## src/rtl/mdbrx_pkg.sv

```systemverilog
// Package for the MDB receiver: sizes, op and status codes, state type, result struct.
// No dependencies; used by every RTL file of the block but mdbrx_ram and the macro header.
package mdbrx_pkg;

  // Message buffer sizing
  localparam int BUF_DEPTH = 64;
  localparam int IDX_W     = $clog2(BUF_DEPTH + 1);
  localparam int ADDR_W    = $clog2(BUF_DEPTH);
  localparam logic [IDX_W-1:0] DEPTH_IDX = IDX_W'(BUF_DEPTH);

  // Fixed field widths
  localparam int BYTE_W   = 8;
  localparam int STATUS_W = 3;
  localparam int FILL_W   = 7;

  // Reply bytes
  localparam logic [BYTE_W-1:0] ACK_BYTE = 8'h00;
  localparam logic [BYTE_W-1:0] NAK_BYTE = 8'hFF;

  // Status codes shown on rx_status
  localparam logic [STATUS_W-1:0] STAT_START  = 3'd0;
  localparam logic [STATUS_W-1:0] STAT_RECV   = 3'd1;
  localparam logic [STATUS_W-1:0] STAT_OK     = 3'd2;
  localparam logic [STATUS_W-1:0] STAT_CHKERR = 3'd3;
  localparam logic [STATUS_W-1:0] STAT_OVER   = 3'd4;

  // Operation codes
  typedef enum logic [1:0] {
    OP_BYTE    = 2'd0,
    OP_CLEAR   = 2'd1,
    OP_READ    = 2'd2,
    OP_RELEASE = 2'd3
  } op_t;

  // Receive state, one-hot
  typedef enum logic [4:0] {
    ST_START  = 5'b00001,
    ST_RECV   = 5'b00010,
    ST_OK     = 5'b00100,
    ST_CHKERR = 5'b01000,
    ST_OVER   = 5'b10000
  } rx_state_t;

  // Per-word result, everything but the buffered read byte
  typedef struct packed {
    logic              tx_valid;
    logic [BYTE_W-1:0] tx_byte;
    logic [STATUS_W-1:0] rx_status;
    logic              read_valid;
    logic [FILL_W-1:0] fill_count;
  } res_t;

  // Map the one-hot state onto its status code
  function automatic logic [STATUS_W-1:0] status_code(rx_state_t s);
    logic [STATUS_W-1:0] code;
    unique case (s)
      ST_START:  code = STAT_START;
      ST_RECV:   code = STAT_RECV;
      ST_OK:     code = STAT_OK;
      ST_CHKERR: code = STAT_CHKERR;
      ST_OVER:   code = STAT_OVER;
      default:   code = STAT_START;
    endcase
    return code;
  endfunction

endpackage

```

## src/rtl/mdbrx_ifs.sv

```systemverilog
// Handshake channels of the MDB receiver: input word, result word, mode write.
// Depends on mdbrx_pkg for field widths.

interface mdbrx_in_if;
  logic       valid;
  logic       ready;
  logic [1:0] op;
  logic [mdbrx_pkg::BYTE_W-1:0] rx_byte;
  logic       mode_bit;
  logic       line_error;

  modport source (output valid, op, rx_byte, mode_bit, line_error, input ready);
  modport sink   (input valid, op, rx_byte, mode_bit, line_error, output ready);
endinterface

interface mdbrx_out_if;
  logic valid;
  logic ready;
  logic tx_valid;
  logic [mdbrx_pkg::BYTE_W-1:0]   tx_byte;
  logic [mdbrx_pkg::STATUS_W-1:0] rx_status;
  logic read_valid;
  logic [mdbrx_pkg::BYTE_W-1:0]   read_byte;
  logic [mdbrx_pkg::FILL_W-1:0]   fill_count;

  modport source (output valid, tx_valid, tx_byte, rx_status, read_valid, read_byte,
                  fill_count, input ready);
  modport sink   (input valid, tx_valid, tx_byte, rx_status, read_valid, read_byte,
                  fill_count, output ready);
endinterface

interface mdbrx_cfg_if;
  logic valid;
  logic ready;
  logic mdb_mode;

  modport source (output valid, mdb_mode, input ready);
  modport sink   (input valid, mdb_mode, output ready);
endinterface

```

## src/rtl/mdbrx_ram.sv

```systemverilog
// Generic single-write, single-read RAM with registered read data.
// No dependencies.
module mdbrx_ram #(
  parameter int WIDTH = 8,
  parameter int DEPTH = 64
) (
  input  logic                     clk,
  input  logic                     we,
  input  logic [$clog2(DEPTH)-1:0] waddr,
  input  logic [WIDTH-1:0]         wdata,
  input  logic                     re,
  input  logic [$clog2(DEPTH)-1:0] raddr,
  output logic [WIDTH-1:0]         rdata
);

  logic [WIDTH-1:0] mem [DEPTH];

  // Write port
  always_ff @(posedge clk) begin
    if (we) begin
      mem[waddr] <= wdata;
    end
  end

  // Registered read port, holds its data between reads
  always_ff @(posedge clk) begin
    if (re) begin
      rdata <= mem[raddr];
    end
  end

endmodule

```

## src/rtl/mdbrx_step.sv

```systemverilog
// Receive state, checksum and buffer indices of the MDB receiver, plus the message buffer.
// Depends on mdbrx_pkg and mdbrx_ram.
module mdbrx_step (
  input  logic                          clk,
  input  logic                          rst_n,
  input  logic                          accept,
  input  logic [1:0]                    op,
  input  logic [mdbrx_pkg::BYTE_W-1:0]  rx_byte,
  input  logic                          mode_bit,
  input  logic                          line_error,
  input  logic                          mdb_mode,
  output mdbrx_pkg::res_t               res,
  output logic [mdbrx_pkg::BYTE_W-1:0]  rd_data
);

  logic [mdbrx_pkg::IDX_W-1:0]  wr_idx_r, wr_idx_nxt;
  logic [mdbrx_pkg::IDX_W-1:0]  rd_idx_r, rd_idx_nxt;
  logic [mdbrx_pkg::IDX_W-1:0]  fill_diff;
  mdbrx_pkg::rx_state_t         state_r, state_nxt;
  logic [mdbrx_pkg::BYTE_W-1:0] sum_r, sum_nxt;
  logic                         room;
  logic                         store;
  logic                         fetch;
  logic                         tx_valid;
  logic [mdbrx_pkg::BYTE_W-1:0] tx_byte;

  assign room = (wr_idx_r < mdbrx_pkg::DEPTH_IDX);

  // Work out the effect of one word
  always_comb begin
    wr_idx_nxt = wr_idx_r;
    rd_idx_nxt = rd_idx_r;
    state_nxt  = state_r;
    sum_nxt    = sum_r;
    store      = 1'b0;
    fetch      = 1'b0;
    tx_valid   = 1'b0;
    tx_byte    = mdbrx_pkg::ACK_BYTE;
    unique case (mdbrx_pkg::op_t'(op))
      mdbrx_pkg::OP_BYTE: begin
        if (mode_bit) begin
          // End of message: only while a message is open in MDB mode
          if (mdb_mode && (state_r == mdbrx_pkg::ST_START || state_r == mdbrx_pkg::ST_RECV)) begin
            tx_valid = 1'b1;
            if (!room) begin
              state_nxt = mdbrx_pkg::ST_OVER;
              tx_byte   = mdbrx_pkg::NAK_BYTE;
            end else if (state_r == mdbrx_pkg::ST_START) begin
              store     = 1'b1;
              state_nxt = mdbrx_pkg::ST_OK;
            end else begin
              store = 1'b1;
              if (rx_byte == sum_r) begin
                state_nxt = mdbrx_pkg::ST_OK;
              end else begin
                state_nxt = mdbrx_pkg::ST_CHKERR;
                tx_byte   = mdbrx_pkg::NAK_BYTE;
              end
            end
          end
        end else if (!line_error) begin
          // Data byte: buffer it if there is room and, in MDB mode, fold it into the checksum
          if (room) begin
            store = 1'b1;
            if (mdb_mode) begin
              state_nxt = mdbrx_pkg::ST_RECV;
              sum_nxt   = ((state_r == mdbrx_pkg::ST_START) ? '0 : sum_r) + rx_byte;
            end
          end else if (mdb_mode) begin
            state_nxt = mdbrx_pkg::ST_OVER;
            tx_valid  = 1'b1;
            tx_byte   = mdbrx_pkg::NAK_BYTE;
          end
        end
      end
      mdbrx_pkg::OP_CLEAR: begin
        wr_idx_nxt = '0;
        rd_idx_nxt = '0;
        state_nxt  = mdbrx_pkg::ST_START;
      end
      mdbrx_pkg::OP_READ: begin
        if (rd_idx_r < wr_idx_r) begin
          fetch      = 1'b1;
          rd_idx_nxt = rd_idx_r + 1'b1;
        end
      end
      mdbrx_pkg::OP_RELEASE: begin
        wr_idx_nxt = '0;
        rd_idx_nxt = '0;
      end
      default: begin
        wr_idx_nxt = wr_idx_r;
      end
    endcase
    if (store) begin
      wr_idx_nxt = wr_idx_r + 1'b1;
    end
  end

  // Result fields seen after this word
  assign fill_diff      = wr_idx_nxt - rd_idx_nxt;
  assign res.tx_valid   = tx_valid;
  assign res.tx_byte    = tx_valid ? tx_byte : '0;
  assign res.rx_status  = mdbrx_pkg::status_code(state_nxt);
  assign res.read_valid = fetch;
  assign res.fill_count = mdbrx_pkg::FILL_W'(fill_diff);

  // Advance the state on each accepted word
  always_ff @(posedge clk) begin
    if (!rst_n) begin
      wr_idx_r <= '0;
      rd_idx_r <= '0;
      state_r  <= mdbrx_pkg::ST_START;
      sum_r    <= '0;
    end else if (accept) begin
      wr_idx_r <= wr_idx_nxt;
      rd_idx_r <= rd_idx_nxt;
      state_r  <= state_nxt;
      sum_r    <= sum_nxt;
    end
  end

  // Message buffer
  mdbrx_ram #(
    .WIDTH (mdbrx_pkg::BYTE_W),
    .DEPTH (mdbrx_pkg::BUF_DEPTH)
  ) u_buf (
    .clk   (clk),
    .we    (accept && store),
    .waddr (wr_idx_r[mdbrx_pkg::ADDR_W-1:0]),
    .wdata (rx_byte),
    .re    (accept && fetch),
    .raddr (rd_idx_r[mdbrx_pkg::ADDR_W-1:0]),
    .rdata (rd_data)
  );

endmodule

```

## src/rtl/mdb_receive_checksum_ack.sv

```systemverilog
// MDB 9-bit receiver: buffering, checksum check and ACK/NAK reply, one result word per input word.
// Two stages: the state stage, then the result register, where a stalled result waits.
// Throughput: one word per cycle while out_if.ready is high.
// Reset clears the buffer indices, receive state and checksum, and sets mdb_mode to 1;
// buffer contents are left as they are and only written entries are ever read.
// Depends on mdbrx_pkg, mdbrx_ifs and mdbrx_step.
module mdb_receive_checksum_ack (
  input  logic        clk,
  input  logic        rst_n,
  mdbrx_in_if.sink    in_if,
  mdbrx_out_if.source out_if,
  mdbrx_cfg_if.sink   cfg_if
);

  logic                         mode_r;
  logic                         accept;
  logic                         out_adv;
  mdbrx_pkg::res_t              res;
  logic [mdbrx_pkg::BYTE_W-1:0] rd_data;
  logic                         s1_v_r, s1_v_nxt;
  mdbrx_pkg::res_t              s1_res_r;
  logic                         out_v_r, out_v_nxt;
  mdbrx_pkg::res_t              out_res_r;
  logic [mdbrx_pkg::BYTE_W-1:0] out_rd_r;

  // Mode register, always writable
  assign cfg_if.ready = 1'b1;

  always_ff @(posedge clk) begin
    if (!rst_n) begin
      mode_r <= 1'b1;
    end else if (cfg_if.valid) begin
      mode_r <= cfg_if.mdb_mode;
    end
  end

  // Handshake: take a word whenever the state stage can move on
  assign out_adv     = !out_v_r || out_if.ready;
  assign in_if.ready = !s1_v_r || out_adv;
  assign accept      = in_if.valid && in_if.ready;

  mdbrx_step u_step (
    .clk        (clk),
    .rst_n      (rst_n),
    .accept     (accept),
    .op         (in_if.op),
    .rx_byte    (in_if.rx_byte),
    .mode_bit   (in_if.mode_bit),
    .line_error (in_if.line_error),
    .mdb_mode   (mode_r),
    .res        (res),
    .rd_data    (rd_data)
  );

  // Valid flags of both stages
  always_comb begin
    s1_v_nxt  = s1_v_r;
    out_v_nxt = out_v_r;
    if (out_adv) begin
      out_v_nxt = s1_v_r;
      s1_v_nxt  = 1'b0;
    end
    if (accept) begin
      s1_v_nxt = 1'b1;
    end
  end

  always_ff @(posedge clk) begin
    if (!rst_n) begin
      s1_v_r  <= 1'b0;
      out_v_r <= 1'b0;
    end else begin
      s1_v_r  <= s1_v_nxt;
      out_v_r <= out_v_nxt;
    end
  end

  // Hold the word's result while the buffer read completes
  always_ff @(posedge clk) begin
    if (accept) begin
      s1_res_r <= res;
    end
  end

  // Result register, joins in the buffered byte
  always_ff @(posedge clk) begin
    if (out_adv && s1_v_r) begin
      out_res_r <= s1_res_r;
      out_rd_r  <= s1_res_r.read_valid ? rd_data : '0;
    end
  end

  assign out_if.valid      = out_v_r;
  assign out_if.tx_valid   = out_res_r.tx_valid;
  assign out_if.tx_byte    = out_res_r.tx_byte;
  assign out_if.rx_status  = out_res_r.rx_status;
  assign out_if.read_valid = out_res_r.read_valid;
  assign out_if.read_byte  = out_rd_r;
  assign out_if.fill_count = out_res_r.fill_count;

endmodule

```

## src/flat_wrapper.sv

```systemverilog
// flat-port wrapper written by rule: the top's interface ports become plain ports
module mdb_receive_checksum_ack_flat 
  (clk, rst_n, in_if_valid, in_if_op, in_if_rx_byte, in_if_mode_bit, in_if_line_error, in_if_ready, out_if_valid, out_if_tx_valid, out_if_tx_byte, out_if_rx_status, out_if_read_valid, out_if_read_byte, out_if_fill_count, out_if_ready, cfg_if_valid, cfg_if_mdb_mode, cfg_if_ready);
  mdbrx_in_if in_if_i ();
  mdbrx_out_if out_if_i ();
  mdbrx_cfg_if cfg_if_i ();
  input  logic clk;
  input  logic rst_n;
  input wire logic [$bits(in_if_i.valid)-1:0] in_if_valid;
  input wire logic [$bits(in_if_i.op)-1:0] in_if_op;
  input wire logic [$bits(in_if_i.rx_byte)-1:0] in_if_rx_byte;
  input wire logic [$bits(in_if_i.mode_bit)-1:0] in_if_mode_bit;
  input wire logic [$bits(in_if_i.line_error)-1:0] in_if_line_error;
  output wire logic [$bits(in_if_i.ready)-1:0] in_if_ready;
  output wire logic [$bits(out_if_i.valid)-1:0] out_if_valid;
  output wire logic [$bits(out_if_i.tx_valid)-1:0] out_if_tx_valid;
  output wire logic [$bits(out_if_i.tx_byte)-1:0] out_if_tx_byte;
  output wire logic [$bits(out_if_i.rx_status)-1:0] out_if_rx_status;
  output wire logic [$bits(out_if_i.read_valid)-1:0] out_if_read_valid;
  output wire logic [$bits(out_if_i.read_byte)-1:0] out_if_read_byte;
  output wire logic [$bits(out_if_i.fill_count)-1:0] out_if_fill_count;
  input wire logic [$bits(out_if_i.ready)-1:0] out_if_ready;
  input wire logic [$bits(cfg_if_i.valid)-1:0] cfg_if_valid;
  input wire logic [$bits(cfg_if_i.mdb_mode)-1:0] cfg_if_mdb_mode;
  output wire logic [$bits(cfg_if_i.ready)-1:0] cfg_if_ready;
  assign in_if_i.valid = in_if_valid;
  assign in_if_i.op = in_if_op;
  assign in_if_i.rx_byte = in_if_rx_byte;
  assign in_if_i.mode_bit = in_if_mode_bit;
  assign in_if_i.line_error = in_if_line_error;
  assign in_if_ready = in_if_i.ready;
  assign out_if_valid = out_if_i.valid;
  assign out_if_tx_valid = out_if_i.tx_valid;
  assign out_if_tx_byte = out_if_i.tx_byte;
  assign out_if_rx_status = out_if_i.rx_status;
  assign out_if_read_valid = out_if_i.read_valid;
  assign out_if_read_byte = out_if_i.read_byte;
  assign out_if_fill_count = out_if_i.fill_count;
  assign out_if_i.ready = out_if_ready;
  assign cfg_if_i.valid = cfg_if_valid;
  assign cfg_if_i.mdb_mode = cfg_if_mdb_mode;
  assign cfg_if_ready = cfg_if_i.ready;
  mdb_receive_checksum_ack u_core (.clk(clk), .rst_n(rst_n), .in_if(in_if_i), .out_if(out_if_i), .cfg_if(cfg_if_i));
endmodule
```

## config.mk

```make
export PLATFORM = sky130hd
export DESIGN_NAME = mdb_receive_checksum_ack_flat
export DESIGN_NICKNAME = d
export VERILOG_FILES = /design/src/rtl/mdbrx_pkg.sv /design/src/rtl/mdbrx_ifs.sv /design/src/rtl/mdbrx_ram.sv /design/src/rtl/mdbrx_step.sv /design/src/rtl/mdb_receive_checksum_ack.sv /design/src/flat_wrapper.sv
export SDC_FILE = /design/constraint.sdc
export NUM_CORES = 1
export LEC_CHECK = 0
export ABC_AREA = 1
export BUFFER_PORTS_ARGS = -buffer_cell sky130_fd_sc_hd__buf_2
export CAP_MARGIN = 0
export CORE_UTILIZATION = 50
export CTS_CLUSTER_SIZE = 25
export DETAILED_ROUTE_END_ITERATION = 8
export GPL_TIMING_DRIVEN = 0
export PLACE_DENSITY = 0.63
export SLEW_MARGIN = 20
export SYNTH_ARGS = -nofsm -noshare
export SYNTH_HDL_FRONTEND = slang
export SYNTH_SLANG_ARGS = --single-unit
```

## constraint.sdc

```tcl
create_clock -name clk -period 7.7 [get_ports clk]
set_input_delay 1.54 -clock clk [delete_from_list [all_inputs] [get_ports clk]]
set_output_delay 1.54 -clock clk [all_outputs]
set_load 0.005 [all_outputs]
```

==> After elaboration in Yosys (flattened, before gate mapping) <==
Memory sizes are Yosys's and may differ from the RTL's. A register that Yosys moved wholly into a read port is not among the register bits.
Index checks and enable logic that the tools add are counted.
W data, S select, Z words.
{ "classes": {"n_eq_ne": 10, "n_addsub": 4, "reduce_logical": 15, "n_lt_le_gt_ge": 2, "bitwise_logic": 2, "n_mux": 41} }
{ "op_table": {"columns": ["op", "n"], "rows": [
  ["$mux W8", 9],
  ["$mux W5", 7],
  ["$mux W7", 3],
  ["$mux W1", 17],
  ["$add A7 B1 Y7 const B", 2],
  ["$pmux W7 S2", 1],
  ["$pmux W3 S4", 1],
  ["$eq A5 B2 Y1 const B", 2],
  ["$pmux W5 S2", 1],
  ["$add A8 B8 Y8", 1],
  ["$eq A8 B8 Y1", 1],
  ["$mux W4", 2],
  ["$lt A7 B7 Y1", 1],
  ["$lt A7 B7 Y1 const B", 1],
  ["$sub A7 B7 Y7", 1],
  ["$reduce_and A6 Y1", 1],
  ["$eq A5 B1 Y1 const B", 1],
  ["$eq A5 B3 Y1 const B", 1],
  ["$eq A5 B4 Y1 const B", 1],
  ["$eq A5 B5 Y1 const B", 1],
  ["$logic_and A1 B1 Y1", 5],
  ["$eq A2 B2 Y1 const B", 2],
  ["$logic_or A1 B1 Y1", 3],
  ["$eq A2 B1 Y1 const B", 1],
  ["6 further kinds", 8]
]} }
{ "totals": {"register_bits": 78, "mem_count": 1, "out_inout_bits": 31, "mem_bits_rw": 512, "in_bits": 18} }
{ "mem_list": {"columns": ["name", "depth", "width", "rd", "rd_ports_with_merged_regs", "write_ports", "line_no", "text"], "rows": [
  ["u_core.u_step.u_buf.mem", 64, 8, 1, 1, 1, "mdbrx_ram.sv:16", "logic [WIDTH-1:0] mem [DEPTH];"]
]} }

==> Depth between registers and ports, before layout <==
Gate-level depths: netlist (run 1).
{ "logic_depth": {"ltp_word": 9, "depth_mapped": 23, "ltp_nobuf": 22} }

==> Hierarchy <==
A second synthesis (run 1) with hierarchy kept.
{ "unflattened": {"hier_cells": 2317, "hier_area_um2": 25811.0} }
{ "modules_own_cells": {"columns": ["mod", "cells_each", "n_inst", "area_per_inst_um2"], "rows": [
  ["mdbrx_ram", 1805, 1, 21419.3],
  ["mdbrx_step", 428, 1, 2745.1],
  ["mdb_receive_checksum_ack", 84, 1, 1646.6]
]} }

==> Worst setup path before layout (run 1) <==
No wires, ideal clock.
{ "synth_timing": {"path_kind": "input to register", "from": "input in_if_op[0]", "to": "register u_core.s1_res_r[6] in the netlist's numbering (data pin)", "t_arrival_ps": 3323, "slack_ps": 4125, "t_required_ps": 7448, "stages": 16, "cell_sequence": "nor2_4 inv_2 nor2_1 nand2_2 inv_4 nand3_1 nor2_1 a21oi_1 ha_1 a21oi_1 and2_0 inv_1 a21oi_1 o21bai_1 nand2_1 nand2_1"} }
{ "synth_rtl": {"columns": ["element", "line_no", "text"], "rows": [
  ["start, declared", "flat_wrapper.sv:10", "input wire logic [$bits(in_if_i.op)-1:0] in_if_op;"],
  ["end signal, assigned", "mdb_receive_checksum_ack.sv:81", "s1_res_r <= res;"],
  ["end, declared", "mdb_receive_checksum_ack.sv:21", "mdbrx_pkg::res_t s1_res_r;"]
]} }

==> Worst setup path in the final report (run 1) <==
{ "layout_timing": {"from": "input in_if_op[0]", "to": "memory u_core.u_step.u_buf.mem[52][3], enable pin"} }
{ "layout_between": {"elab_chain_len": 5} }
{ "layout_lines": {"columns": ["element", "line_no", "text"], "rows": [
  ["$logic_not A2 Y1", "mdbrx_step.sv:39", "unique case (mdbrx_pkg::op_t'(op))"],
  ["$mux W1", "mdbrx_step.sv:39", null],
  ["$logic_and A1 B1 Y1", "mdbrx_step.sv:129", ".we (accept && store),"],
  ["$mux W1", "mdbrx_ram.sv:20", "if (we) begin"],
  ["$mux W1 (not written as such)", "mdbrx_ram.sv:21", "mem[waddr] <= wdata;"],
  ["end, declared", "mdbrx_ram.sv:16", null]
]} }
No other way between the ends.

==> key figures, run 1 <==
Logic synthesis
  • Post-synth top flop: edfxtp_1
  • Synthesized area: around 24000 um2
  • Top cell type's share of synthesized area: roughly two thirds
  • EDFF count, synth: approximately 550
  • Synth unique cells: 46
  • Share of flip-flops with an asynchronous set or reset: 0%
  • Syn_area_per_cell: 12.09 um2
  • Post-Synthesis Cells: slightly above 2000
  • Largest cells by area after synthesis: edfxtp_1 68%, o21ai_0 5.6%, nor2_1 5.5%
  • Synth cell count leaders: 554 x edfxtp_1, 358 x nor2_1, 271 x o21ai_0, 189 x nand2_1, 92 x o22ai_1
  • Most common cell in the netlist: edfxtp_1
  • Yosys warning count: 0
  • Syn Nets: roughly 2000
  • Area leader, netlist: edfxtp_1
  • Flops & latches, synth: between 500 and 600
  • Sequential share of the synthesized area: a little under three quarters

Floorplanning
  • I/O Pins: between 40 and 50
  • Width of the die: around 220 um
  • Core Footprint: around 48000 um2
  • Die ar.: between 40000 and 50000 um2
  • # rows: 80
  • Die height: between 200 and 250 um
  • Starting Density: between 50% and 60%

Clock network
  • Post-CTS Hold Buffers: 0
  • CTS sink count: around 580
  • H-tree depth: 2
  • Clk_lat worst skew: around 0.65 ns
  • Post-cts resize count: 0
  • Clock Pin Slew Worst Setup and Hold Paths: 0.06 ns
  • Max Buffers Root-to-Sink: 3
  • CTS tree: done
  • CTS root buffer: clkbuf_16
  • Post-CTS setup buffers: 0
  • CTS Buf Count: 60

Timing
  • Final Skew: about 0.038 ns
  • Final setup vio count: 0
  • Rel. slew slack: roughly 30%
  • Period minus WS final: between 4 and 5 ns
  • Pins Over Slew Limit: 0
  • Fin Setup TNS: 0 ns
  • Fmax: roughly 240 MHz
  • Final period util: ~54%
  • Fin. Hold Viols: 0
  • Final worst setup slack: between 3 and 4 ns
  • Unrepaired setup endpoints after global routing: no
  • Slew @ Worst Pin: between 1 and 1.5 ns

Drt
  • Number of DRC markers after the initial detailed-route iteration: between 2000 and 2500
  • Antenna viol nets, final: 0
  • Final Routed Wirelength: between 70 and 80 mm
  • Vias: about 17000
  • Post-DR wirelength/cell: between 20 and 30 um
  • Detailed-route vias per instance: 6.127
  • Drt first pass iters: 6
  • Drc violations: 0

GRT
  • First-pass GRT wire length: 107.1 mm
  • GRT overflow: 0
  • Global Route Usage Sum: 29.95%
  • Pin count of the biggest net entering global routing: 68
  • Initial antenna violation count: 0
  • Vias in the first global route: ~16000

Final layout
  • Synthesis-to-layout area growth: 12.83%
  • Post-route cell area: approximately 27000 um2
  • Layout cell share with drive strength beyond 1: a little over a tenth
  • # nets final: ~2200

Min path
  • Worst hold path type: reg2reg

Place
  • Placer congestion estimate: slightly below 1
  • HPWL Detailed: about 48 mm
  • Post-Place Setup Slack: around 3.0 ns
  • Placed inst area: roughly 25000 um2
  • I/O Buffers: between 40 and 50

Run
  • Max Cap Viol: 0

Critical path
  • Worst setup SP type: input pin
  • Worst setup EP type: flip-flop
  • Worst EP required: ~8 ns
  • Crit-path max FO: 8
  • Crit path DAT: between 4 and 5 ns
  • Crit Path Category: in2reg

Status
  • Status: complete, no violations

Pwr
  • VDD IR max: 0.0001999 V
  • Lkg Pwr: 9.547 nW
  • Power Density: about 260 nW/um2
[cell families after synthesis]
kind of cell | share of synthesized area (%)
flops | 70.88
other cells | 0.01542
xor+xnor | 0.7203
simple gates | 10.35
fa+ha+maj | 1.194
mux | 0.4528
compound gates | 12.40
buf+inv | 3.997
[worst max-delay path: stages]
cell,delay (ns)
buf_2,0.15
nor2_4,0.24
inv_2,0.08
nor2_1,0.15
nand2_2,0.14
nor2_1,0.25
nand4_1,0.83
nor2_1,1.07
[flip-flops by register name (all words and copies together), names as in the netlist]
name and cells:
u_core.u_step.u_buf.mem 512, u_core.s1_res_r 13, u_core.out_if.read_byte 8, u_core.u_step.sum_r 8
u_core.u_step.u_buf.rdata 8, u_core.out_if.fill_count 7, u_core.u_step.rd_idx_r 7, u_core.u_step.wr_idx_r 7
u_core.u_step.state_r 5, u_core.out_if.rx_status 3, u_core.mode_r 1, u_core.out_if.read_valid 1
u_core.out_if.tx_byte 1, u_core.out_if.tx_valid 1, u_core.out_if.valid 1, u_core.s1_v_r 1
[metal layers]
| metal | vias to the layer above | global-route usage (%) | wire [um] |
|---|---|---|---|
| li1 | 7539 | - | - |
| met1 | 8337 | 41.73 | 30480 |
| met3 | 186 | 6.070 | 7387 |
| met2 | 1015 | 45.25 | 33300 |
| met4 | 0 | 14.15 | 3402 |
| met5 | - | 0 | 0 |
[path summary, 6_finish.rpt]
check                                 start                             end  slack [ns]  cells past startpoint
hold / removal           u_core.s1_res_r[2]     u_core.out_if.fill_count[2]        0.42                      0
setup reg to reg  u_core.u_step.wr_idx_r[5]              u_core.s1_res_r[6]        4.05                     21
hold reg to reg          u_core.s1_res_r[2]     u_core.out_if.fill_count[2]        0.42                      0
setup / recovery                in_if_op[0]  u_core.u_step.u_buf.mem[52][3]        3.51                      8
[power by group]
group	switching (mW)	internal, mW
combinational	0.487	0.163
clock	1.25	1.80
sequential	0.0150	3.51
[final cells by class]
class / instances / area, um2
inverters: 96 / 364.1
multi-input cells: 1208 / 6120
fillers: 3992 / 20410
well taps: 615 / 769.5
clock inverters: 42 / 529.3
repair buffers: 49 / 274.0
diodes: 1 / 2.502
plain buffers: 123 / 609.3
clock buffers: 69 / 1535
flip-flops and latches: 584 / 17240
[stage by stage]
step	hold slack, ns	total power [mW]	std cells	utilization [%]
final	0.4188	7.226	2787	57.35
after global routing	0.4286	7.389	2786	57.35
after CTS	0.4196	7.221	2786	57.35
after detailed placement	0.4054	4.225	2675	53.03
after global placement	0.4034	4.214	2673	52.93
after floorplan	0.4003	3.932	2011	-
[layout by cell type, fill, tap and decap left out, types with 20 or more instances in the layout]
cell type    n
o221ai_1    35
a21oi_1     54
clkbuf_16   60
o21ai_1     32
nand2_1    189
buf_2       71
dfxtp_1     30
o21ai_0    271
o22ai_1     92
clkbuf_1    71
buf_4       33
nand3_1     47
ha_1        20
inv_1       85
nor2_1     358
edfxtp_1   554
o211ai_1    30
(Power assumes the default switching activity.)
==> inputs of run 2 (changes only) <==
Settings changed: PLACE_DENSITY 0.63 to 0.65.
Clock period 7.7 ns to 3.8 ns, I/O delays scaled along.
==> key figures, run 2 (synthesis gave the netlist of run 1 again) <==
Drt
  • Drc violations: 0
  • Final Routed Wirelength: about 73 mm
  • Post-DR wirelength/cell: 26.08 um
  • Number of DRC markers after the initial detailed-route iteration: 2223
  • Vias: 17100
  • Antenna viol nets, final: 0
  • Drt first pass iters: 5
  • Detailed-route vias per instance: between 6 and 7

GRT
  • Pin count of the biggest net entering global routing: 68
  • First-pass GRT wire length: 104.7 mm
  • Global Route Usage Sum: a little under 30%
  • GRT overflow: 0
  • Vias in the first global route: approximately 16000
  • Initial antenna violation count: 1

Timing
  • Final period util: a little over nine tenths
  • Rel. slew slack: 30.77%
  • Pins Over Slew Limit: 0
  • Fin. Hold Viols: 0
  • Final worst setup slack: around 0.24 ns
  • Unrepaired setup endpoints after global routing: no
  • Fmax: 281.1 MHz
  • Slew @ Worst Pin: between 1 and 1.5 ns
  • Period minus WS final: between 3 and 4 ns
  • Final setup vio count: 0
  • Final Skew: approximately 0.018 ns

Clock network
  • Clk_lat worst skew: between 0.6 and 0.7 ns
  • Max Buffers Root-to-Sink: 3
  • H-tree depth: 2
  • Post-CTS Hold Buffers: 0
  • CTS Buf Count: just under 60
  • CTS sink count: approximately 580
  • CTS tree: done
  • Clock Pin Slew Worst Setup and Hold Paths: 0.07 ns
  • CTS root buffer: clkbuf_16
  • Post-CTS setup buffers: 0
  • Post-cts resize count: 0

Critical path
  • Worst EP required: 4.20 ns
  • Worst setup EP type: flip-flop
  • Crit path DAT: 3.95 ns
  • Crit-path max FO: 10
  • Worst setup SP type: flip-flop
  • Crit Path Category: reg2reg

Pwr
  • Sw Ratio: 25.06%
  • Clock Power Share: about two fifths
  • Sw power: around 3.5 mW
  • Flop pwr share: 51.0%
  • Power share of the combinational group: a little under a tenth
  • Cell internal pwr: roughly 10 mW
  • Power Density: roughly 510 nW/um2
  • VDD IR max: ~0.00040 V
  • Lkg Pwr: between 9 and 10 nW

Run
  • Max Cap Viol: 0

Floorplanning
  • Starting Density: approximately 51%
  • Core Footprint: ~48000 um2
  • Width of the die: ~220 um
  • Die ar.: 49520 um2
  • Die height: 222.5 um
  • I/O Pins: 49
  • # rows: 80

Final layout
  • Commonest non-fill, non-tap cell in the layout: edfxtp_1
  • Layout cell share with drive strength beyond 1: 10.38%
  • # diodes: 0
  • Synthesis-to-layout area growth: 11.87%
  • Fin util: a little under three fifths
  • # nets final: roughly 2200
  • Top Registers: u_core.u_step.u_buf.mem (512), u_core.s1_res_r (13)
  • Max reg flops: a little over 500
  • Register with the most flip-flops: u_core.u_step.u_buf.mem
  • Commonest non-fill, non-tap cells in the layout: 554 x edfxtp_1, 358 x nor2_1, 271 x o21ai_0

Min path
  • Worst hold path type: in2reg

Place
  • Post-Place Setup Slack: -0.09680 ns
  • I/O Buffers: 47
  • Placer congestion estimate: between 0.9 and 1
  • HPWL Detailed: around 47 mm

Status
  • Status: complete, no violations
## run 2: through the flow
stage	setup TNS [ns]	hold slack [ns]	instance area, um2	std cells	power, mW
floorplan	0	0.4003	24320	2011	7.967
global placement	-0.3019	0.4038	25320	2673	8.525
detailed placement	-0.7728	0.4052	25370	2675	8.544
CTS	0	0.2984	27210	2784	13.99
global route	0	0.3428	27210	2783	14.33
finish	0	0.3183	27210	2783	14.00
## run 2: power groups by stage
| stage | combinational (mW) | sequential, mW | clock, mW |
|---|---|---|---|
| after floorplan | 0.695 | 7.27 | 0 |
| after global placement | 1.24 | 7.28 | 0 |
| after detailed placement | 1.26 | 7.28 | 0 |
| after CTS | 1.27 | 7.14 | 5.57 |
| after global routing | 1.38 | 7.15 | 5.80 |
| final | 1.30 | 7.15 | 5.56 |
## run 2: worst paths after layout
check	cells past startpoint	endpoint	slack, ns	start
hold / removal	2	u_core.mode_r	0.32	cfg_if_valid
setup / recovery	15	u_core.s1_res_r[6]	0.24	u_core.u_step.rd_idx_r[0]
hold reg to reg	0	u_core.out_if.rx_status[0]	0.42	u_core.s1_res_r[8]
setup reg to reg	15	u_core.s1_res_r[6]	0.24	u_core.u_step.rd_idx_r[0]
## run 2: final cells by class
| cell class | count | area [um2] |
|---|---|---|
| multi-input cells | 1208 | 6123 |
| clock inverters | 41 | 334.1 |
| fillers | 3933 | 20640 |
| clock buffers | 68 | 1499 |
| flip-flops and latches | 584 | 17240 |
| plain buffers | 122 | 605.6 |
| well taps | 615 | 769.5 |
| inverters | 96 | 364.1 |
| repair buffers | 49 | 274.0 |
## run 2: metal layers
layer  GRT usage (%)  share of wire (%)
met1           41.04                 40
met2           44.16                 44
met3           5.567                 11
met4           14.08                5.0
met5               0              0.018
## run 2: critical path: stages (launching register included)
cell and delay [ns]:
dfxtp_1 0.80, inv_2 0.24, buf_4 0.25, buf_2 0.25
buf_2 0.24, a21oi_2 0.22, ha_1 0.17, inv_1 0.06
fa_1 0.41, nand3_1 0.10, and2_0 0.18, inv_1 0.07
a21oi_1 0.16, o21bai_1 0.08, nand2_1 0.06, nand2_1 0.04
